`config.mk`:
```
export PLATFORM = sky130hd
export DESIGN_NAME = fwpr_ctrl
export DESIGN_NICKNAME = d
export VERILOG_FILES = /design/src/rtl/fifo_with_priority_reorder_top_assert.svh /design/src/rtl/fwpr_pkg.sv /design/src/rtl/fwpr_ctrl.sv
export SDC_FILE = /design/constraint.sdc
export NUM_CORES = 1
export LEC_CHECK = 0
export ABC_AREA = 1
export BUFFER_PORTS_ARGS = -buffer_cell sky130_fd_sc_hd__buf_2
export CAP_MARGIN = 10
export CORE_AREA = 2 2 39 41
export DETAILED_ROUTE_END_ITERATION = 10
export DIE_AREA = 0 0 41 43
export RECOVER_POWER = 25
export SLEW_MARGIN = 20
export SYNTH_ARGS = -nofsm -noshare
export SYNTH_HDL_FRONTEND = slang
export SYNTH_SLANG_ARGS = --single-unit
```
`constraint.sdc`:
```
create_clock -name i_clk -period 2.2 [get_ports i_clk]
set_input_delay 0.44 -clock i_clk [delete_from_list [all_inputs] [get_ports i_clk]]
set_output_delay 0.44 -clock i_clk [all_outputs]
set_load 0.1 [all_outputs]
```
`src/rtl/fifo_with_priority_reorder_top_assert.svh`:
```
// Assertion macros for the priority-reorder FIFO.
// Used by fwpr_dp.sv; needs no other file.
`ifndef FIFO_WITH_PRIORITY_REORDER_TOP_ASSERT_SVH
`define FIFO_WITH_PRIORITY_REORDER_TOP_ASSERT_SVH

// Same-cycle implication, disabled during reset.
`define FWPR_ASSERT_NOW(lbl, clk, rst_n, a, c) \
    lbl: assert property (@(posedge clk) disable iff (!rst_n) (a) |-> (c)) \
        else $error("fwpr assertion failed");

// Next-cycle implication, disabled during reset.
`define FWPR_ASSERT_NXT(lbl, clk, rst_n, a, c) \
    lbl: assert property (@(posedge clk) disable iff (!rst_n) (a) |=> (c)) \
        else $error("fwpr assertion failed");

`endif

```
`src/rtl/fwpr_pkg.sv`:
```
// Shared types and constants of the priority-reorder FIFO.
// No dependencies.
package fwpr_pkg;

    localparam int DEF_CAPACITY = 128;

    typedef enum logic [1:0] {
        ACT_INS   = 2'd0,
        ACT_POP   = 2'd1,
        ACT_SORT  = 2'd2,
        ACT_QUERY = 2'd3
    } t_act;

    typedef struct packed {
        t_act        action;
        logic [31:0] in_id;
        logic [7:0]  in_key;
    } t_req;

    typedef struct packed {
        logic [31:0] out_id;
        logic [7:0]  out_key;
        logic        out_valid;
        logic        accepted;
        logic [7:0]  occupancy;
        logic        is_full;
        logic        is_empty;
    } t_res;

    typedef enum logic [1:0] {
        RS_HEAD,
        RS_I,
        RS_JM1
    } t_rsel;

    typedef enum logic [1:0] {
        WS_NONE,
        WS_INS,
        WS_SHIFT,
        WS_TEMP
    } t_wsel;

    typedef struct packed {
        logic  load;
        t_rsel rd_sel;
        t_wsel wr_sel;
        logic  do_ins;
        logic  do_pop;
        logic  init_i;
        logic  ld_temp;
        logic  next_i;
        logic  dec_j;
        logic  out_en;
        logic  out_pop;
    } t_cmd;

    typedef struct packed {
        logic cnt_lt2;
        logic last_i;
        logic j_zero;
        logic key_less;
    } t_stat;

    typedef enum logic [3:0] {
        S_IDLE,
        S_RD_HEAD,
        S_EXEC,
        S_SORT_RDI,
        S_SORT_LDI,
        S_SORT_RDJ,
        S_SORT_CMP,
        S_RD_NEW,
        S_OUT
    } t_state;

endpackage

```
`src/rtl/fwpr_ctrl.sv`:
```
// Controller state machine: sequences insert, pop, query and the insertion sort.
// Depends on fwpr_pkg.
module fwpr_ctrl import fwpr_pkg::*; (
    input  logic  i_clk,
    input  logic  i_rst_n,
    input  logic  start,
    input  t_act  i_action,
    input  t_stat i_stat,
    output logic  busy,
    output logic  o_done,
    output t_cmd  o_cmd
);
    t_state r_state, n_state;
    t_act   r_act, n_act;
    logic   r_done;

    always_ff @(posedge i_clk) begin
        if (!i_rst_n) begin
            r_state <= S_IDLE;
            r_act   <= ACT_QUERY;
            r_done  <= 1'b0;
        end else begin
            r_state <= n_state;
            r_act   <= n_act;
            r_done  <= o_cmd.out_en;
        end
    end

    always_comb begin
        n_state = r_state;
        n_act   = r_act;
        busy    = 1'b1;
        o_cmd   = '0;
        o_cmd.rd_sel = RS_HEAD;
        o_cmd.wr_sel = WS_NONE;
        case (r_state)
            S_IDLE: begin
                busy = 1'b0;
                if (start) begin
                    o_cmd.load = 1'b1;
                    n_act      = i_action;
                    n_state    = S_RD_HEAD;
                end
            end
            S_RD_HEAD: n_state = S_EXEC;
            S_EXEC: begin
                n_state = S_RD_NEW;
                case (r_act)
                    ACT_INS: begin
                        o_cmd.do_ins = 1'b1;
                        o_cmd.wr_sel = WS_INS;
                    end
                    ACT_POP: o_cmd.do_pop = 1'b1;
                    ACT_SORT: begin
                        if (!i_stat.cnt_lt2) begin
                            o_cmd.init_i = 1'b1;
                            n_state      = S_SORT_RDI;
                        end
                    end
                    default: begin
                    end
                endcase
            end
            S_SORT_RDI: begin
                o_cmd.rd_sel = RS_I;
                n_state      = S_SORT_LDI;
            end
            S_SORT_LDI: begin
                o_cmd.ld_temp = 1'b1;
                n_state       = S_SORT_RDJ;
            end
            S_SORT_RDJ: begin
                if (i_stat.j_zero) begin
                    o_cmd.wr_sel = WS_TEMP;
                    o_cmd.next_i = 1'b1;
                    n_state      = i_stat.last_i ? S_RD_NEW : S_SORT_RDI;
                end else begin
                    o_cmd.rd_sel = RS_JM1;
                    n_state      = S_SORT_CMP;
                end
            end
            S_SORT_CMP: begin
                // shift the smaller key up, else drop the held entry in place
                if (i_stat.key_less) begin
                    o_cmd.wr_sel = WS_SHIFT;
                    o_cmd.dec_j  = 1'b1;
                    n_state      = S_SORT_RDJ;
                end else begin
                    o_cmd.wr_sel = WS_TEMP;
                    o_cmd.next_i = 1'b1;
                    n_state      = i_stat.last_i ? S_RD_NEW : S_SORT_RDI;
                end
            end
            S_RD_NEW: n_state = S_OUT;
            S_OUT: begin
                o_cmd.out_en  = 1'b1;
                o_cmd.out_pop = (r_act == ACT_POP);
                n_state       = S_IDLE;
            end
            default: n_state = S_IDLE;
        endcase
    end

    assign o_done = r_done;
endmodule

```
Yosys cells after proc, flatten, opt, wreduce, memory -nomap -nowiden
Index checks and enable logic that the tools add are counted. W data, S select, Z words.

Input bits: 9. Output and inout bits: 15. Word-level logic and storage cells: 44. Flip-flop bits (word level): 7.

Mux-type cells: 27. Equal/unequal tests: 11. Reductions and logical operators: 3.

Operator list (number): $pmux W4 S8 (1); $eq A4 B3 Y1 const B (4); $mux W3 (5); $mux W1 (12); $eq A4 B2 Y1 const B (2); $mux W2 (4); $mux W4 (2); $pmux W2 S3 (1); $eq A4 B1 Y1 const B (1); $eq A4 B4 Y1 const B (1); $logic_not A4 Y1 (1); $pmux W2 S2 (1); $eq A2 B1 Y1 const B (1); $eq A2 B2 Y1 const B (1); $logic_not A2 Y1 (1); $ne A2 B2 Y1 const B (1); $pmux W1 S2 (1); $reduce_and A2 Y1 (1).

Depth between registers and ports, before layout
Gate-level depths: netlist of the first run.

Depth in word-level cells: 3. Depth in mapped cells: 7. Depth with buffers taken out: 7.

Least setup slack after synthesis of the first run
No wires, ideal clock.

Path kind: flip-flop to output port. From: register r_state[1]. To: output port o_cmd[0] in the netlist's numbering. Arrival: 2660 ps. Setup slack: -900 ps. Data required time: 1760 ps. Path buffers: 0. Stages on the path, launching flop included: 4. Path through: dfxtp_1 -> nor2_2 -> nand3_1 -> nor3_1.

RTL lines: from (decl) (RTL line fwpr_ctrl.sv:13) `t_state r_state, n_state;`; from (signal assigned) (RTL line fwpr_ctrl.sv:23) `r_state <= n_state;`; to (decl) (RTL line fwpr_ctrl.sv:11) `output t_cmd o_cmd`.

==> results.json, run 1 <==
{
  "grt_pass1_wl_um": 1750,
  "ys_ff_latch": 7,
  "critPathMostFrequentCell": "nand2_2",
  "tightestPinTransition_ns": 0.486,
  "instances_no_fill": 116,
  "start_util_pct": 31.6,
  "vias": 537,
  "maxSlewViolCount": 0,
  "final_cell_area_um2": 624,
  "fin_nets": 110,
  "post_cts_buffers": 0,
  "ant_nets": 0,
  "ys_async_sr_fraction_pct": 0,
  "syn_to_final_growth_pct": 42.6,
  "hold_path.class": "input pin to flop",
  "yosysTopAreaCellShare_pct": 32.0,
  "rows": 14,
  "drtIter0Drc": 8,
  "critPathTopFamily": "simple AND/OR/NAND/NOR gates",
  "fin_crit_ns": 2.02,
  "grt_pass1_vias": 442,
  "fin_worst_skew_ns": 0.00821,
  "yosys.area.top_type": "dfxtp_1",
  "die-height_um": 43,
  "ys_seq_area_share_pct": 32.0,
  "diodes": 0,
  "dieArea_um2": 1760,
  "worst_r2r_endpoint": "r_state[1]",
  "endpoint_kind": "output pin",
  "drt-total-wl_um": 1140,
  "critPathRequiredTime_ns": 1.76,
  "cts_buffers": 3,
  "start_kind": "flop",
  "grtUsageTotal_pct": 14.9,
  "ys.flop_type": "dfxtp_1",
  "ctsHtreeMaxLevel": 1,
  "switching_power_w": 0.000408,
  "cap_violations": 0,
  "internal-power_w": 0.000296,
  "utilization_pct": 45.1,
  "rr_startpoint": "r_state[3]",
  "path_depth": 7,
  "cts_tree": "done",
  "cp.arrival_ns": 1.58,
  "core-area_um2": 1380,
  "insertion_delay_ns": 0.25,
  "rsz0062_at_grt": "no",
  "r2r_cells": 4,
  "drc": 0,
  "setup_violations": 0,
  "die_w_um": 41,
  "seqPwrFrac_pct": 24.9,
  "crit_type": "flop to output pin",
  "numClockSinks": 7,
  "setup_slack_ns": 0.180,
  "yosysMostFrequentCell": "nand2_1",
  "post_cts_resized": 0,
  "slew_headroom_pct": 67.8,
  "cts_buffer_depth": 2,
  "drtPass1Iterations": 4,
  "finalCritPeriodShare_pct": 91.8,
  "cp_slowest_stage_delay_ns": 0.40,
  "p_sw_share_pct": 57.9,
  "p_leak_nw": 0.374,
  "dpl.cell_count": 112,
  "fmax_ghz": 0.495,
  "synth_common_cells": "nand2_1 (17), nor2_1 (13), inv_1 (11)",
  "crit_chain": "inv_2, nand2_2, nor2_1, nand2_1, nand2_2, or2_2, clkbuf_4",
  "antenna_found_initial": 0,
  "avgSynthCellArea_um2": 6.00,
  "cts_hold_buf": 0,
  "setup_tns_ns": 0,
  "status": "finished, final reports clean",
  "synth_cell_types": 16,
  "grt_max_degree": 6,
  "clkTransAtPathRegs_ns": 0.06,
  "num_io_pins": 24,
  "path_buf_inv": 2,
  "root_buffer": "clkbuf_4",
  "placedInstanceArea_um2": 598,
  "wl_per_cell_um": 9.81,
  "routed_via_density": 4.63,
  "port_buffers": 23,
  "hold_violations": 0,
  "crit_path_end": "o_cmd[8]",
  "cpMaxStageDelayCell": "dfxtp_1",
  "synth_nets": 82,
  "syn-instance-count": 73,
  "critPathMaxFanout": 4,
  "yosysWarnings": 0,
  "hpwl_um": 891,
  "drive_gt1_share_pct": 42.0,
  "synth_edf_count": 0,
  "fillCellCount": 159,
  "power.density_nw_per_um2": 1130,
  "dp_slack_ns": 0.409,
  "rrSetupSlack_ns": 1.03,
  "pwr-share-clk_pct": 16.8,
  "synth_area_um2": 438,
  "ys_top_cells_by_area": "dfxtp_1 (32%), nand2_1 (15%), nor2_1 (11%)",
  "startpoint": "r_state[3]",
  "vdd_drop_max_uv": 603,
  "pwr-share-comb_pct": 58.3,
  "grt_overflow": 0,
  "gp_congestion": 0.745
}
==> power by group through the flow <==
stage | Clock [W] | Combinational [W] | Sequential [W]
floorplan | 0 | 0.000350 | 0.000175
global placement | 0 | 0.000412 | 0.000177
detailed placement | 0 | 0.000412 | 0.000178
CTS | 0.000122 | 0.000415 | 0.000175
global route | 0.000126 | 0.000437 | 0.000178
finish | 0.000118 | 0.000411 | 0.000175
==> flip-flops by register name, indices dropped and copies added, names as in the netlist <==
register and cells:
o_done 1, r_state 4, r_act 2
==> how the worst min path moves through the flow <==
stage	slack, ns	start	cells past startpoint	endpoint
after floorplan	0.48	r_state[2]	2	r_state[3]
after global placement	0.52	r_state[2]	2	r_state[3]
after detailed placement	0.52	r_state[2]	2	r_state[3]
after CTS	0.40	i_action[0]	3	r_act[0]
after global routing	0.43	i_action[1]	3	r_act[1]
final	0.40	i_action[0]	3	r_act[0]
==> logic make-up (layout without fill, tap and decap cells) <==
group	after synthesis	after routing	share of synthesized area (%)
AOI/OAI and AO/OA	5	5	6.29
DFF	7	7	32.0
buffers and inverters	13	40	11.1
and+or+nand+nor	48	48	50.6
==> layout make-up <==
| type | instances | area, µm² | share of cell area [%] |
|---|---|---|---|
| Timing Repair Buffer | 23 | 118 | 18.8 |
| Clock buffer | 4 | 26.3 | 4.21 |
| Sequential cell | 7 | 140 | 22.4 |
| Inverter | 13 | 48.8 | 7.82 |
| Tap cell | 16 | 20.0 | 3.21 |
| Multi-Input combinational cell | 53 | 272 | 43.5 |
==> tightest hold or removal path: cells and delay by family <==
family | cells | cell delay [ns]
buffers and inverters | 1 | 0.07
AOI/OAI and AO/OA | 2 | 0.11
==> cells in the final DEF (no fill, tap or decap) <==
cell	netlist	layout
a21oi_1	2	2
and3_1	1	1
buf_2	0	22
clkbuf_1	0	1
clkbuf_4	0	4
dfxtp_1	7	7
inv_1	11	11
inv_2	2	2
nand2_1	17	17
nand2_2	3	3
nand3_1	5	5
nor2_1	13	10
nor2_2	4	6
nor2_4	1	2
nor3_2	0	2
nor4_1	1	1
o211ai_1	1	1
o21ai_0	2	2
or2_2	0	1
==> through the flow <==
stage	hold WS (ns)	power, W
2_1_floorplan	0.478	0.000525
4_1_cts	0.399	0.000712
6_report	0.404	0.000704
3_5_place_dp	0.523	0.000590
3_3_place_gp	0.518	0.000589
5_1_grt	0.431	0.000742
==> per-layer routing <==
metal  up-vias  track usage [%]  share of wire (%)
met4         0             10.0               0.88
met3         2             1.57                8.1
met2        23             22.8                 50
met5         -                0                  0
li1        277                -                  -
met1       235             18.5                 41
No activity file was read; power rests on OpenSTA's default activity.
==> run 2: changes to the inputs <==
- PLACE_DENSITY: default -> 0.61
- clock period: 2.2 -> 2 ns (I/O delays scaled with it)
==> run 2 against run 1 <==
Final area increased by 4.4%. First-iteration DRC count decreased by 13%. Clock skew decreased by 0.0039 ns. Routed wire length increased by 6.8%. Hold slack got worse by 0.048 ns. Die area unchanged. Worst setup slack got worse by 0.097 ns. Highest routed layer unchanged.
==> results.json, run 2 (synthesis results as in run 1) <==
{
  "drc": 0,
  "rows": 14,
  "tightestPinTransition_ns": 0.487,
  "die-height_um": 43,
  "drtPass1Iterations": 2,
  "dr.max_layer_used": "met4",
  "antenna_found_initial": 0,
  "setup_slack_ns": 0.0830,
  "cts_tree": "done",
  "dieArea_um2": 1760,
  "cpMaxStageDelayCell": "buf_2",
  "diodes": 0,
  "clkTransAtPathRegs_ns": 0.05,
  "hpwl_um": 975,
  "fillCellCount": 141,
  "port_buffers": 23,
  "finalCritPeriodShare_pct": 95.8,
  "met2_length_um": 575,
  "cts_buffers": 3,
  "ctsHtreeMaxLevel": 1,
  "setup_violations": 0,
  "drive_gt1_share_pct": 45.0,
  "endpoint_kind": "output pin",
  "largest_reg_flops": 4,
  "num_io_pins": 24,
  "drt-met1-wl_um": 534,
  "vias": 539,
  "grt_pass1_vias": 455,
  "grt_max_degree": 6,
  "layout_commonest_cell": "buf_2",
  "final_cell_area_um2": 652,
  "ant_nets": 0,
  "maxSlewViolCount": 0,
  "post_cts_resized": 0,
  "slew_headroom_pct": 67.8,
  "status": "finished, final reports clean",
  "final_cell_mix": "buf_2 (18), nand2_1 (17), inv_1 (10), nor2_1 (10), clkbuf_4 (7)",
  "power.density_nw_per_um2": 1200,
  "start_kind": "flop",
  "wl_per_cell_um": 10.5,
  "core-area_um2": 1380,
  "insertion_delay_ns": 0.25,
  "cp_slowest_stage_delay_ns": 0.43,
  "root_buffer": "clkbuf_4",
  "post_cts_buffers": 0,
  "hold_path.class": "input pin to flop",
  "placedInstanceArea_um2": 618,
  "start_util_pct": 31.6,
  "die_w_um": 41,
  "top_register": "r_state",
  "critPathRequiredTime_ns": 1.60,
  "fin_crit_ns": 1.92,
  "syn_to_final_growth_pct": 48.9,
  "hold_violations": 0,
  "drtIter0Drc": 7,
  "p_leak_nw": 0.376,
  "rrSetupSlack_ns": 0.83,
  "fin_worst_skew_ns": 0.00436,
  "wl_met3_um": 60,
  "cts_buffer_depth": 2,
  "fmax_ghz": 0.522,
  "vdd_drop_max_uv": 788,
  "critPathMaxFanout": 4,
  "cts_hold_buf": 0,
  "drt-total-wl_um": 1220,
  "critPathMostFrequentCell": "nand2_1",
  "grt_overflow": 0,
  "routed_via_density": 4.65,
  "crit_type": "flop to output pin",
  "crit_chain": "inv_2, nand2_2, nor2_1, nand2_1, nand2_1, buf_2",
  "gp_congestion": 0.862,
  "dp_slack_ns": 0.288,
  "grt_pass1_wl_um": 1770,
  "grtUsageTotal_pct": 15.0,
  "rsz0062_at_grt": "no",
  "numClockSinks": 7,
  "cap_violations": 0,
  "fin_nets": 110,
  "cp.arrival_ns": 1.52
}
run 2: layout make-up:
class / count / area (µm²) / area share (%)
flip-flops and latches: 7 / 143 / 21.9
well taps: 16 / 20.0 / 3.07
inverters: 13 / 48.8 / 7.49
multi-input cells: 53 / 274 / 42.0
clock buffers: 4 / 26.3 / 4.03
repair buffers: 23 / 140 / 21.5
run 2: per-stage QoR:
stage          hold WS, ns  setup TNS (ns)  power (W)  cells  util [%]
2_1_floorplan        0.475          -0.290   0.000581     73         -
3_3_place_gp         0.510               0   0.000656    112      44.7
3_5_place_dp         0.514               0   0.000655    112      44.7
4_1_cts              0.352               0   0.000792    116      46.6
5_1_grt              0.369               0   0.000829    116      47.1
6_report             0.356               0   0.000785    116      47.1
run 2: path summary, 6_finish.rpt:
check,startpoint,to,cells past startpoint
worst max-delay path,r_state[3],o_cmd[9],6
worst min-delay path,i_action[0],r_act[0],3
worst max register to register,r_state[3],r_state[0],4
worst min register to register,r_state[0],r_state[3],2
run 2: metal layers:
layer	vias up	GRT usage (%)
met5	-	0
met4	0	9.33
met3	4	7.85
met2	14	20.3
met1	243	17.7
li1	278	-
run 2: worst max-delay path, delay by kind of cell (launching register included):
kind / cells / cell delay (ns)
buffers and inverters: 2 / 0.52
DFF: 1 / 0.34
and+or+nand+nor: 4 / 0.38
run 2: power breakdown:
| part | switching, W | leakage [nW] | internal [W] |
|---|---|---|---|
| clock | 0.0000539 | 0.0150 | 0.0000763 |
| sequential | 0.0000298 | 0.0582 | 0.000167 |
| combinational | 0.000366 | 0.303 | 0.0000923 |
| total | 0.000450 | 0.376 | 0.000335 |
